## src/rtl/lcf_pkg.sv

```systemverilog
// Shared types and constants for the linear convolution FIR block.
package lcf_pkg;

    localparam int VAL_W    = 16;   // Q1.15 sample / coefficient
    localparam int IDX_W    = 5;    // coefficient index field
    localparam int TAPCNT_W = 6;    // tap_count register
    localparam int PROD_W   = 32;   // Q2.30 product
    localparam int RES_W    = 40;   // accumulated result

    localparam logic [TAPCNT_W-1:0] TAPCNT_RESET = 6'd29;

    // command field codes
    localparam logic CMD_LOAD   = 1'b0;
    localparam logic CMD_SAMPLE = 1'b1;

    // controls from the sequencer to the MAC datapath
    typedef struct packed {
        logic clear;    // zero the accumulator
        logic issue;    // operand pair valid this cycle
    } t_mac_ctl;

endpackage

```

## src/rtl/lcf_in_if.sv

```systemverilog
// Input command channel: valid/ready plus one command beat.
interface lcf_in_if;
    logic                           valid;
    logic                           ready;
    logic                           command;
    logic [lcf_pkg::IDX_W-1:0]      coef_index;
    logic signed [lcf_pkg::VAL_W-1:0] value;
    logic                           block_end;

    modport source (output valid, command, coef_index, value, block_end, input ready);
    modport sink   (input valid, command, coef_index, value, block_end, output ready);
endinterface

```

## src/rtl/lcf_out_if.sv

```systemverilog
// Output result channel: valid/ready plus one result beat.
interface lcf_out_if;
    logic                             valid;
    logic                             ready;
    logic signed [lcf_pkg::RES_W-1:0] result;
    logic                             last_result;

    modport source (output valid, result, last_result, input ready);
    modport sink   (input valid, result, last_result, output ready);
endinterface

```

## src/rtl/lcf_cfg_if.sv

```systemverilog
// Configuration write channel: valid/ready plus the tap_count write data.
interface lcf_cfg_if;
    logic                            valid;
    logic                            ready;
    logic [lcf_pkg::TAPCNT_W-1:0]    data;

    modport source (output valid, data, input ready);
    modport sink   (input valid, data, output ready);
endinterface

```

## src/rtl/lcf_mac.sv

```systemverilog
// Shared multiply-accumulate unit: registered product, then 40-bit accumulate.
module lcf_mac (
    input  logic                               i_clk,
    input  logic                               i_rst_n,
    input  lcf_pkg::t_mac_ctl                  i_ctl,
    input  logic signed [lcf_pkg::VAL_W-1:0]   i_coef,
    input  logic signed [lcf_pkg::VAL_W-1:0]   i_sample,
    output logic                               o_busy,
    output logic signed [lcf_pkg::RES_W-1:0]   o_acc
);

    logic signed [lcf_pkg::PROD_W-1:0] r_prod;
    logic                              r_prod_vld;
    logic signed [lcf_pkg::RES_W-1:0]  r_acc;

    always_ff @(posedge i_clk) begin
        r_prod <= i_coef * i_sample;
    end

    always_ff @(posedge i_clk) begin
        if (!i_rst_n) begin
            r_prod_vld <= 1'b0;
        end else begin
            r_prod_vld <= i_ctl.issue;
        end
    end

    always_ff @(posedge i_clk) begin
        if (i_ctl.clear) begin
            r_acc <= '0;
        end else if (r_prod_vld) begin
            r_acc <= r_acc + lcf_pkg::RES_W'(r_prod);
        end
    end

    assign o_busy = r_prod_vld;
    assign o_acc  = r_acc;

endmodule

```

## src/rtl/linear_convolution_fir_top.sv

```systemverilog
// Top level of the streaming direct-form FIR (linear convolution) block.
//
// Usage:
//   i_in   : command beats. command LOAD writes value into tap coef_index
//            (ignored when coef_index >= TAPS, produces no result). command
//            SAMPLE pushes value into the delay line and produces one result.
//            A SAMPLE with block_end set also produces taps-1 tail results
//            (zeros pushed in); the final one carries last_result and the
//            delay line is cleared afterwards.
//   o_out  : result beats, Q10.30 sums in 40 bits.
//   i_cfg  : tap_count write (1..TAPS, 0 acts as 1, larger saturates).
//            Write only while the block is idle.
// Timing: a LOAD is taken whenever the block is idle. A SAMPLE drops
//   i_in.ready until its result and any tail results have been put into
//   the output register, so a new sample waits until the last one is done.
//   Each tail result reruns the MAC: one shared multiplier does one tap per cycle, plus
//   memory read, product, accumulate and put stages.
// Reset: tap_count returns to 29, coefficients and history read as zero.
// Stall: one output register; a finished result waits there while the next
//   sample is accepted and computed; the sequencer holds if it is still full.
module linear_convolution_fir_top #(
    parameter int TAPS = 32
) (
    input  logic      i_clk,
    input  logic      i_rst_n,
    lcf_in_if.sink    i_in,
    lcf_cfg_if.sink   i_cfg,
    lcf_out_if.source o_out
);

    localparam int AW = $clog2(TAPS);           // memory address width
    localparam int TW = $clog2(TAPS + 1);       // tap count width
    localparam int CW = (TW > lcf_pkg::TAPCNT_W) ? TW : lcf_pkg::TAPCNT_W;

    // sequencer states
    localparam logic [1:0] S_IDLE  = 2'd0;
    localparam logic [1:0] S_MAC   = 2'd1;
    localparam logic [1:0] S_DRAIN = 2'd2;
    localparam logic [1:0] S_PUT   = 2'd3;

    logic [1:0]                       r_state, n_state;
    logic [lcf_pkg::TAPCNT_W-1:0]     r_tap_count;
    logic [AW-1:0]                    r_head, n_head;
    logic [AW-1:0]                    r_j, n_j;
    logic [TW-1:0]                    r_tail, n_tail;
    logic                             r_end, n_end;

    // coefficient and history memories, with per-entry valid bits so that
    // unwritten/cleared entries read as zero
    logic signed [lcf_pkg::VAL_W-1:0] coef_mem [TAPS];
    logic signed [lcf_pkg::VAL_W-1:0] hist_mem [TAPS];
    logic [TAPS-1:0]                  r_cvalid;
    logic [TAPS-1:0]                  r_hvalid;

    logic signed [lcf_pkg::VAL_W-1:0] r_coef_rd, r_hist_rd;
    logic                             r_cv, r_hv, r_s1;

    logic                             r_out_valid;
    logic signed [lcf_pkg::RES_W-1:0] r_result;
    logic                             r_last;

    logic                             in_acc, in_sample, in_load, out_free;
    logic [TW-1:0]                    taps, taps_m1;
    logic [CW-1:0]                    tc_ext;
    logic [AW-1:0]                    head_inc, haddr, caddr;
    logic [AW:0]                      haddr_w;
    logic                             issue, last_issue;
    logic                             h_we;
    logic signed [lcf_pkg::VAL_W-1:0] h_wdata;
    logic                             clr_hist, put_out;
    lcf_pkg::t_mac_ctl                mac_ctl;
    logic                             mac_busy;
    logic signed [lcf_pkg::RES_W-1:0] mac_acc;

    // ---------------- handshakes ----------------
    assign i_in.ready  = (r_state == S_IDLE);
    assign i_cfg.ready = 1'b1;
    assign in_acc    = i_in.valid && i_in.ready;
    assign in_sample = in_acc && (i_in.command == lcf_pkg::CMD_SAMPLE);
    assign in_load   = in_acc && (i_in.command == lcf_pkg::CMD_LOAD);
    assign out_free  = !r_out_valid || o_out.ready;

    always_ff @(posedge i_clk) begin
        if (!i_rst_n) begin
            r_tap_count <= lcf_pkg::TAPCNT_RESET;
        end else if (i_cfg.valid && i_cfg.ready) begin
            r_tap_count <= i_cfg.data;
        end
    end

    // active taps: 0 acts as 1, saturate at TAPS
    always_comb begin
        tc_ext = CW'(r_tap_count);
        if (tc_ext == '0) begin
            taps = TW'(1);
        end else if (tc_ext > CW'(TAPS)) begin
            taps = TW'(TAPS);
        end else begin
            taps = TW'(tc_ext);
        end
        taps_m1 = taps - TW'(1);
    end

    // ---------------- addressing ----------------
    assign head_inc = (r_head == AW'(TAPS - 1)) ? '0 : r_head + AW'(1);
    // history entry j (0 = newest) lives at head - j, modulo TAPS
    assign haddr_w  = {1'b0, r_head} + ((r_head >= r_j) ? '0 : (AW+1)'(TAPS))
                      - {1'b0, r_j};
    assign haddr    = haddr_w[AW-1:0];
    assign caddr    = r_j;

    assign issue      = (r_state == S_MAC);
    assign last_issue = issue && (TW'(r_j) == taps_m1);

    // ---------------- sequencer ----------------
    always_comb begin
        n_state       = r_state;
        n_head        = r_head;
        n_j           = r_j;
        n_tail        = r_tail;
        n_end         = r_end;
        h_we          = 1'b0;
        h_wdata       = i_in.value;
        clr_hist      = 1'b0;
        put_out       = 1'b0;
        mac_ctl.clear = 1'b0;
        mac_ctl.issue = r_s1;
        case (r_state)
            S_IDLE: begin
                if (in_sample) begin
                    n_head        = head_inc;
                    h_we          = 1'b1;
                    n_j           = '0;
                    n_end         = i_in.block_end;
                    n_tail        = i_in.block_end ? taps_m1 : '0;
                    mac_ctl.clear = 1'b1;
                    n_state       = S_MAC;
                end
            end
            S_MAC: begin
                if (last_issue) begin
                    n_state = S_DRAIN;
                end else begin
                    n_j = r_j + AW'(1);
                end
            end
            S_DRAIN: begin
                if (!r_s1 && !mac_busy) begin
                    n_state = S_PUT;
                end
            end
            S_PUT: begin
                if (out_free) begin
                    put_out = 1'b1;
                    if (r_end && (r_tail != '0)) begin
                        // tail output: push a zero and run again
                        n_head        = head_inc;
                        h_we          = 1'b1;
                        h_wdata       = '0;
                        n_tail        = r_tail - TW'(1);
                        n_j           = '0;
                        mac_ctl.clear = 1'b1;
                        n_state       = S_MAC;
                    end else begin
                        clr_hist = r_end;
                        n_end    = 1'b0;
                        n_state  = S_IDLE;
                    end
                end
            end
            default: begin
                n_state = S_IDLE;
            end
        endcase
    end

    always_ff @(posedge i_clk) begin
        if (!i_rst_n) begin
            r_state <= S_IDLE;
            r_head  <= '0;
            r_j     <= '0;
            r_tail  <= '0;
            r_end   <= 1'b0;
        end else begin
            r_state <= n_state;
            r_head  <= n_head;
            r_j     <= n_j;
            r_tail  <= n_tail;
            r_end   <= n_end;
        end
    end

    // ---------------- memories ----------------
    always_ff @(posedge i_clk) begin
        if (in_load && (32'(i_in.coef_index) < TAPS)) begin
            coef_mem[AW'(i_in.coef_index)] <= i_in.value;
        end
        r_coef_rd <= coef_mem[caddr];
    end

    always_ff @(posedge i_clk) begin
        if (h_we) begin
            hist_mem[n_head] <= h_wdata;
        end
        r_hist_rd <= hist_mem[haddr];
    end

    always_ff @(posedge i_clk) begin
        if (!i_rst_n) begin
            r_cvalid <= '0;
            r_hvalid <= '0;
            r_cv     <= 1'b0;
            r_hv     <= 1'b0;
            r_s1     <= 1'b0;
        end else begin
            if (in_load && (32'(i_in.coef_index) < TAPS)) begin
                r_cvalid[AW'(i_in.coef_index)] <= 1'b1;
            end
            if (clr_hist) begin
                r_hvalid <= '0;
            end else if (h_we) begin
                r_hvalid[n_head] <= 1'b1;
            end
            r_cv <= r_cvalid[caddr];
            r_hv <= r_hvalid[haddr];
            r_s1 <= issue;
        end
    end

    // ---------------- MAC ----------------
    lcf_mac u_mac (
        .i_clk    (i_clk),
        .i_rst_n  (i_rst_n),
        .i_ctl    (mac_ctl),
        .i_coef   (r_cv ? r_coef_rd : '0),
        .i_sample (r_hv ? r_hist_rd : '0),
        .o_busy   (mac_busy),
        .o_acc    (mac_acc)
    );

    // ---------------- output register ----------------
    always_ff @(posedge i_clk) begin
        if (!i_rst_n) begin
            r_out_valid <= 1'b0;
        end else if (put_out) begin
            r_out_valid <= 1'b1;
        end else if (o_out.ready) begin
            r_out_valid <= 1'b0;
        end
    end

    always_ff @(posedge i_clk) begin
        if (put_out) begin
            r_result <= mac_acc;
            r_last   <= r_end && (r_tail == '0);
        end
    end

    assign o_out.valid       = r_out_valid;
    assign o_out.result      = r_result;
    assign o_out.last_result = r_last;

    // ---------------- assertions ----------------
    a_tail_needs_end: assert property (@(posedge i_clk) disable iff (!i_rst_n)
        (r_tail != '0) |-> r_end)
        else $error("tail count pending outside a block end");

    a_idle_no_reads: assert property (@(posedge i_clk) disable iff (!i_rst_n)
        (r_state == S_IDLE) |-> (!r_s1 && !mac_busy))
        else $error("MAC pipeline busy while idle");

    a_sample_starts: assert property (@(posedge i_clk) disable iff (!i_rst_n)
        in_sample |=> (r_state == S_MAC))
        else $error("accepted sample did not start MAC");

    a_last_clears: assert property (@(posedge i_clk) disable iff (!i_rst_n)
        (put_out && r_end && (r_tail == '0)) |=> (r_hvalid == '0))
        else $error("history not cleared after final output");

endmodule
```

## src/flat_wrapper.sv

```systemverilog
// flat-port wrapper written by rule: the top's interface ports become plain ports
module linear_convolution_fir_top_flat 
#(
    parameter int TAPS = 32
)
  (i_clk, i_rst_n, i_in_valid, i_in_command, i_in_coef_index, i_in_value, i_in_block_end, i_in_ready, i_cfg_valid, i_cfg_data, i_cfg_ready, o_out_valid, o_out_result, o_out_last_result, o_out_ready);
  lcf_in_if i_in_i ();
  lcf_cfg_if i_cfg_i ();
  lcf_out_if o_out_i ();
  input  logic i_clk;
  input  logic i_rst_n;
  input wire logic [$bits(i_in_i.valid)-1:0] i_in_valid;
  input wire logic [$bits(i_in_i.command)-1:0] i_in_command;
  input wire logic [$bits(i_in_i.coef_index)-1:0] i_in_coef_index;
  input wire logic [$bits(i_in_i.value)-1:0] i_in_value;
  input wire logic [$bits(i_in_i.block_end)-1:0] i_in_block_end;
  output wire logic [$bits(i_in_i.ready)-1:0] i_in_ready;
  input wire logic [$bits(i_cfg_i.valid)-1:0] i_cfg_valid;
  input wire logic [$bits(i_cfg_i.data)-1:0] i_cfg_data;
  output wire logic [$bits(i_cfg_i.ready)-1:0] i_cfg_ready;
  output wire logic [$bits(o_out_i.valid)-1:0] o_out_valid;
  output wire logic [$bits(o_out_i.result)-1:0] o_out_result;
  output wire logic [$bits(o_out_i.last_result)-1:0] o_out_last_result;
  input wire logic [$bits(o_out_i.ready)-1:0] o_out_ready;
  assign i_in_i.valid = i_in_valid;
  assign i_in_i.command = i_in_command;
  assign i_in_i.coef_index = i_in_coef_index;
  assign i_in_i.value = i_in_value;
  assign i_in_i.block_end = i_in_block_end;
  assign i_in_ready = i_in_i.ready;
  assign i_cfg_i.valid = i_cfg_valid;
  assign i_cfg_i.data = i_cfg_data;
  assign i_cfg_ready = i_cfg_i.ready;
  assign o_out_valid = o_out_i.valid;
  assign o_out_result = o_out_i.result;
  assign o_out_last_result = o_out_i.last_result;
  assign o_out_i.ready = o_out_ready;
  linear_convolution_fir_top #(.TAPS(TAPS)) u_core (.i_clk(i_clk), .i_rst_n(i_rst_n), .i_in(i_in_i), .i_cfg(i_cfg_i), .o_out(o_out_i));
endmodule
```

## config.mk

```make
export PLATFORM = sky130hd
export DESIGN_NAME = linear_convolution_fir_top_flat
export DESIGN_NICKNAME = d
export VERILOG_FILES = /design/src/rtl/lcf_pkg.sv /design/src/rtl/lcf_in_if.sv /design/src/rtl/lcf_out_if.sv /design/src/rtl/lcf_cfg_if.sv /design/src/rtl/lcf_mac.sv /design/src/rtl/linear_convolution_fir_top.sv /design/src/flat_wrapper.sv
export SDC_FILE = /design/constraint.sdc
export NUM_CORES = 2
export LEC_CHECK = 0
export BUFFER_PORTS_ARGS = -buffer_cell sky130_fd_sc_hd__buf_4
export CAP_MARGIN = 40
export CORE_ASPECT_RATIO = 1.25
export CORE_UTILIZATION = 51
export DETAILED_ROUTE_END_ITERATION = 10
export MAX_ROUTING_LAYER = met4
export PLACE_DENSITY = 0.66
export SYNTH_ARGS = -nofsm -noshare
export SYNTH_HDL_FRONTEND = slang
export SYNTH_SLANG_ARGS = --single-unit
export TNS_END_PERCENT = 100
```

## constraint.sdc

```tcl
create_clock -name i_clk -period 15.8 [get_ports i_clk]
set_input_delay 3.16 -clock i_clk [delete_from_list [all_inputs] [get_ports i_clk]]
set_output_delay 3.16 -clock i_clk [all_outputs]
set_load 0.1 [all_outputs]
```

==> flow_metrics.py <==
metrics = {
    "sta": {
        "finalClockSkew_ns": 0.0643,
        "finalCriticalPeriod_ns": 7.86,
        "rsz0062_at_grt": "no",
        "finalSetupViolations": 0,
        "tightest_slew_ns": 1.02,
        "fin_tns_setup_ns": 0,
        "hold_viol_final": 0,
        "setup_slack_ns": 7.94,
        "fin_crit_sh_pct": 49.7,
        "fmax_ghz": 0.127,
        "slew_viol_final": 0,
        "slew_headroom_pct": 32.2,
    },
    "pwr": {
        "peakVddDrop_v": 0.000151,
        "power.density_nw_per_um2": 121,
        "leakage_uw": 0.0235,
    },
    "synthesis": {
        "synth_top_family_by_area": "multiplexers",
        "synth_area_um2": 59000,
        "synth_commonest_cells": "1065 x edfxtp_1, 340 x mux4_2, 312 x inv_1",
        "synth_ff_type": "edfxtp_1",
        "yosys.cell_types.count": 78,
        "synth_compound_area_share_pct": 3.61,
        "yosys_warnings": 0,
        "ys_ff_latch": 1263,
        "synth-simple-area-share_pct": 5.39,
        "yosysSeqAreaShare_pct": 60.9,
        "synth_xor_area_share_pct": 1.14,
        "synth.avg_cell_area_um2": 16.2,
        "synth_mux_area_share_pct": 14.1,
        "async_reset_ff_share_pct": 0,
        "yosysTopAreaCell": "edfxtp_1",
        "synth_cells": 3633,
        "syn-num-nets": 4065,
        "ys_top_cells_by_area": "edfxtp_1 54%, mux4_2 13%, fa_1 9.0%",
        "synth-adder-area-share_pct": 11.8,
        "synth_top_area_share_pct": 54.2,
        "synth_edf_count": 1065,
        "yosysMostFrequentCell": "edfxtp_1",
    },
    "floorplanning": {
        "die_h_um": 382,
        "rows": 139,
        "pin_count": 78,
        "coreArea_um2": 115000,
        "initial_core_util_pct": 51.4,
        "dieArea_um2": 117000,
        "die_x_um": 306,
    },
    "global_route": {
        "grt_overflow_total": 0,
        "track_usage_pct": 23.6,
        "grt_max_degree": 112,
        "grt_pass1_vias": 32100,
        "grt_pass1_wl_um": 198000,
        "antenna_found_initial": 3,
    },
    "layout": {
        "postLayoutCoreUtil_pct": 57.4,
        "syn2layout_area_growth_pct": 11.7,
        "fillCellCount": 8861,
        "nNetsFinal": 4213,
        "ff_latch_area_um2": 36000,
        "multi_input_area_um2": 21500,
        "drive_gt1_share_pct": 20.8,
    },
    "routing": {
        "wl_um": 131000,
        "drc": 0,
        "dr.pass1.iters": 7,
        "drtIter0Drc": 2518,
        "postRouteAntennaNets": 0,
        "drt-vias-per-instance": 5.81,
        "wire_per_inst_um": 24.5,
        "vias": 31200,
    },
    "worst_setup_path": {
        "path_max_fanout": 34,
        "cp-end-kind": "flop",
        "cp.required_ns": 16.42,
        "cp-start-kind": "flop",
        "worstPathArrival_ns": 8.48,
        "path_class": "flop to flop",
    },
    "placement": {
        "place_congestion": 0.922,
        "pre_cts_ws_ns": 7.99,
        "io_buffers": 76,
        "dp_hpwl_um": 85500,
    },
    "clock_network": {
        "cts.sinks": 1263,
        "cts-hold-fix-buffers": 0,
        "cts_resized": 0,
        "tritoncts": "built",
        "cts.clk_slew.worst_paths_ns": 0.06,
        "postCtsSetupBuffers": 0,
        "cts_made_buffers": 118,
        "clk_latency_ns": 0.77,
        "cts_root_buf": "clkbuf_16",
        "h-tree-depth": 3,
        "clockBufferDepth": 3,
    },
    "status": {
        "status": "finished clean",
    },
    "flow_run": {
        "cap_violations": 0,
    },
    "min_path": {
        "worstHoldPathType": "flop to flop",
    },
}
==> cell usage in the layout, fill, tap and decap left out, drive strengths merged, types with 7 or more instances in the layout <==
| cell type | n |
|---|---|
| mux2 | 32 |
| bufinv | 9 |
| o21bai | 7 |
| nor2b | 21 |
| nor3b | 9 |
| a21oi | 66 |
| xnor2 | 56 |
| nand2b | 17 |
| a211oi | 13 |
| nand3b | 12 |
| a21boi | 7 |
| buf | 183 |
| ha | 134 |
| nand2 | 216 |
| nor3 | 18 |
| nand3 | 44 |
| xor2 | 21 |
| and2 | 55 |
| mux4 | 340 |
| a31oi | 13 |
| clkinv | 45 |
| a21o | 32 |
| clkbuf | 160 |
| inv | 319 |
| dfxtp | 198 |
| or3 | 7 |
| o21ai | 72 |
| edfxtp | 1065 |
| nor2 | 267 |
| fa | 264 |
| mux2i | 33 |
| and3 | 11 |
| o21a | 61 |
==> routing by layer <==
| metal | track usage [%] | wire length (um) | up-vias |
|---|---|---|---|
| li1 | - | - | 13800 |
| met1 | 30.1 | 53700 | 16300 |
| met2 | 39.5 | 67000 | 913 |
| met3 | 2.68 | 6690 | 228 |
| met4 | 7.99 | 3990 | 0 |
| met5 | - | 0 | - |
==> power by group <==
part | total, uW | leakage (uW) | switching (uW) | internal (uW)
Combinational | 1400 | 0.0104 | 742 | 660
Clock | 2820 | 0.00189 | 1240 | 1580
Sequential | 3780 | 0.0112 | 76.0 | 3700
==> flip-flops by register name (all words and copies together), names as in the netlist, 2 cells and up <==
signal	cells
u_core.u_mac.r_prod	32
u_core.hist_mem	512
u_core.o_out.result	40
u_core.r_head	5
u_core.r_hvalid	32
u_core.coef_mem	512
u_core.r_tail	6
u_core.r_coef_rd	16
u_core.caddr	5
u_core.r_hist_rd	16
u_core.r_cvalid	32
u_core.u_mac.o_acc	40
u_core.r_state	2
u_core.r_tap_count	6
==> worst max-delay path: stages, from the launching register on <==
cell and delay (ns):
dfxtp_1 0.93, and2_0 0.71, nand2_1 0.21, inv_1 0.16, fa_1 0.54, fa_1 0.83, fa_1 0.52, fa_1 0.51
fa_1 0.50, inv_1 0.05, fa_1 0.48, inv_1 0.04, ha_1 0.32, a21o_1 0.19, a221o_1 0.36, a21o_1 0.20
a21o_1 0.20, o41ai_1 0.46, o31ai_1 0.20, nor4_1 0.21, a311oi_1 0.09
==> kinds of logic after synthesis <==
logic type / after synthesis
simple gates: 703
fa+ha+maj: 398
buf+inv: 469
mux: 405
other cells: 1
xor+xnor: 77
compound gates: 317
flops: 1263
==> per-stage QoR <==
stage / area (um^2) / instances / total power, uW / hold WS [ns]
final: 65900 / 5365 / 8000 / 0.419
after global routing: 65900 / 5364 / 8270 / 0.433
after CTS: 65900 / 5364 / 8080 / 0.413
after detailed placement: 62100 / 5141 / 5270 / 0.440
after global placement: 61700 / 5119 / 5250 / 0.429
after floorplan: 59000 / 3633 / 4820 / 0.420
==> final timing paths <==
| path | to | slack (ns) | start | cells after the start |
|---|---|---|---|---|
| worst max register to register | u_core.u_mac.r_prod[31] | 7.94 | u_core.r_cv | 20 |
| worst min register to register | u_core.o_out.result[11] | 0.42 | u_core.u_mac.o_acc[11] | 0 |
| worst max-delay path | u_core.u_mac.r_prod[31] | 7.94 | u_core.r_cv | 20 |
| worst min-delay path | u_core.o_out.result[11] | 0.42 | u_core.u_mac.o_acc[11] | 0 |
==> area by class of cell <==
class,count,share of cell area [%]
Inverter,314,1.79
Clock inverter,63,1.00
Sequential cell,1263,54.5
Antenna cell,1,0.00379
Timing Repair Buffer,183,2.45
Multi-Input combinational cell,1901,32.5
Clock buffer,160,4.87
Tap cell,1480,2.81
Note: power is estimated with default switching activity, not from simulation.
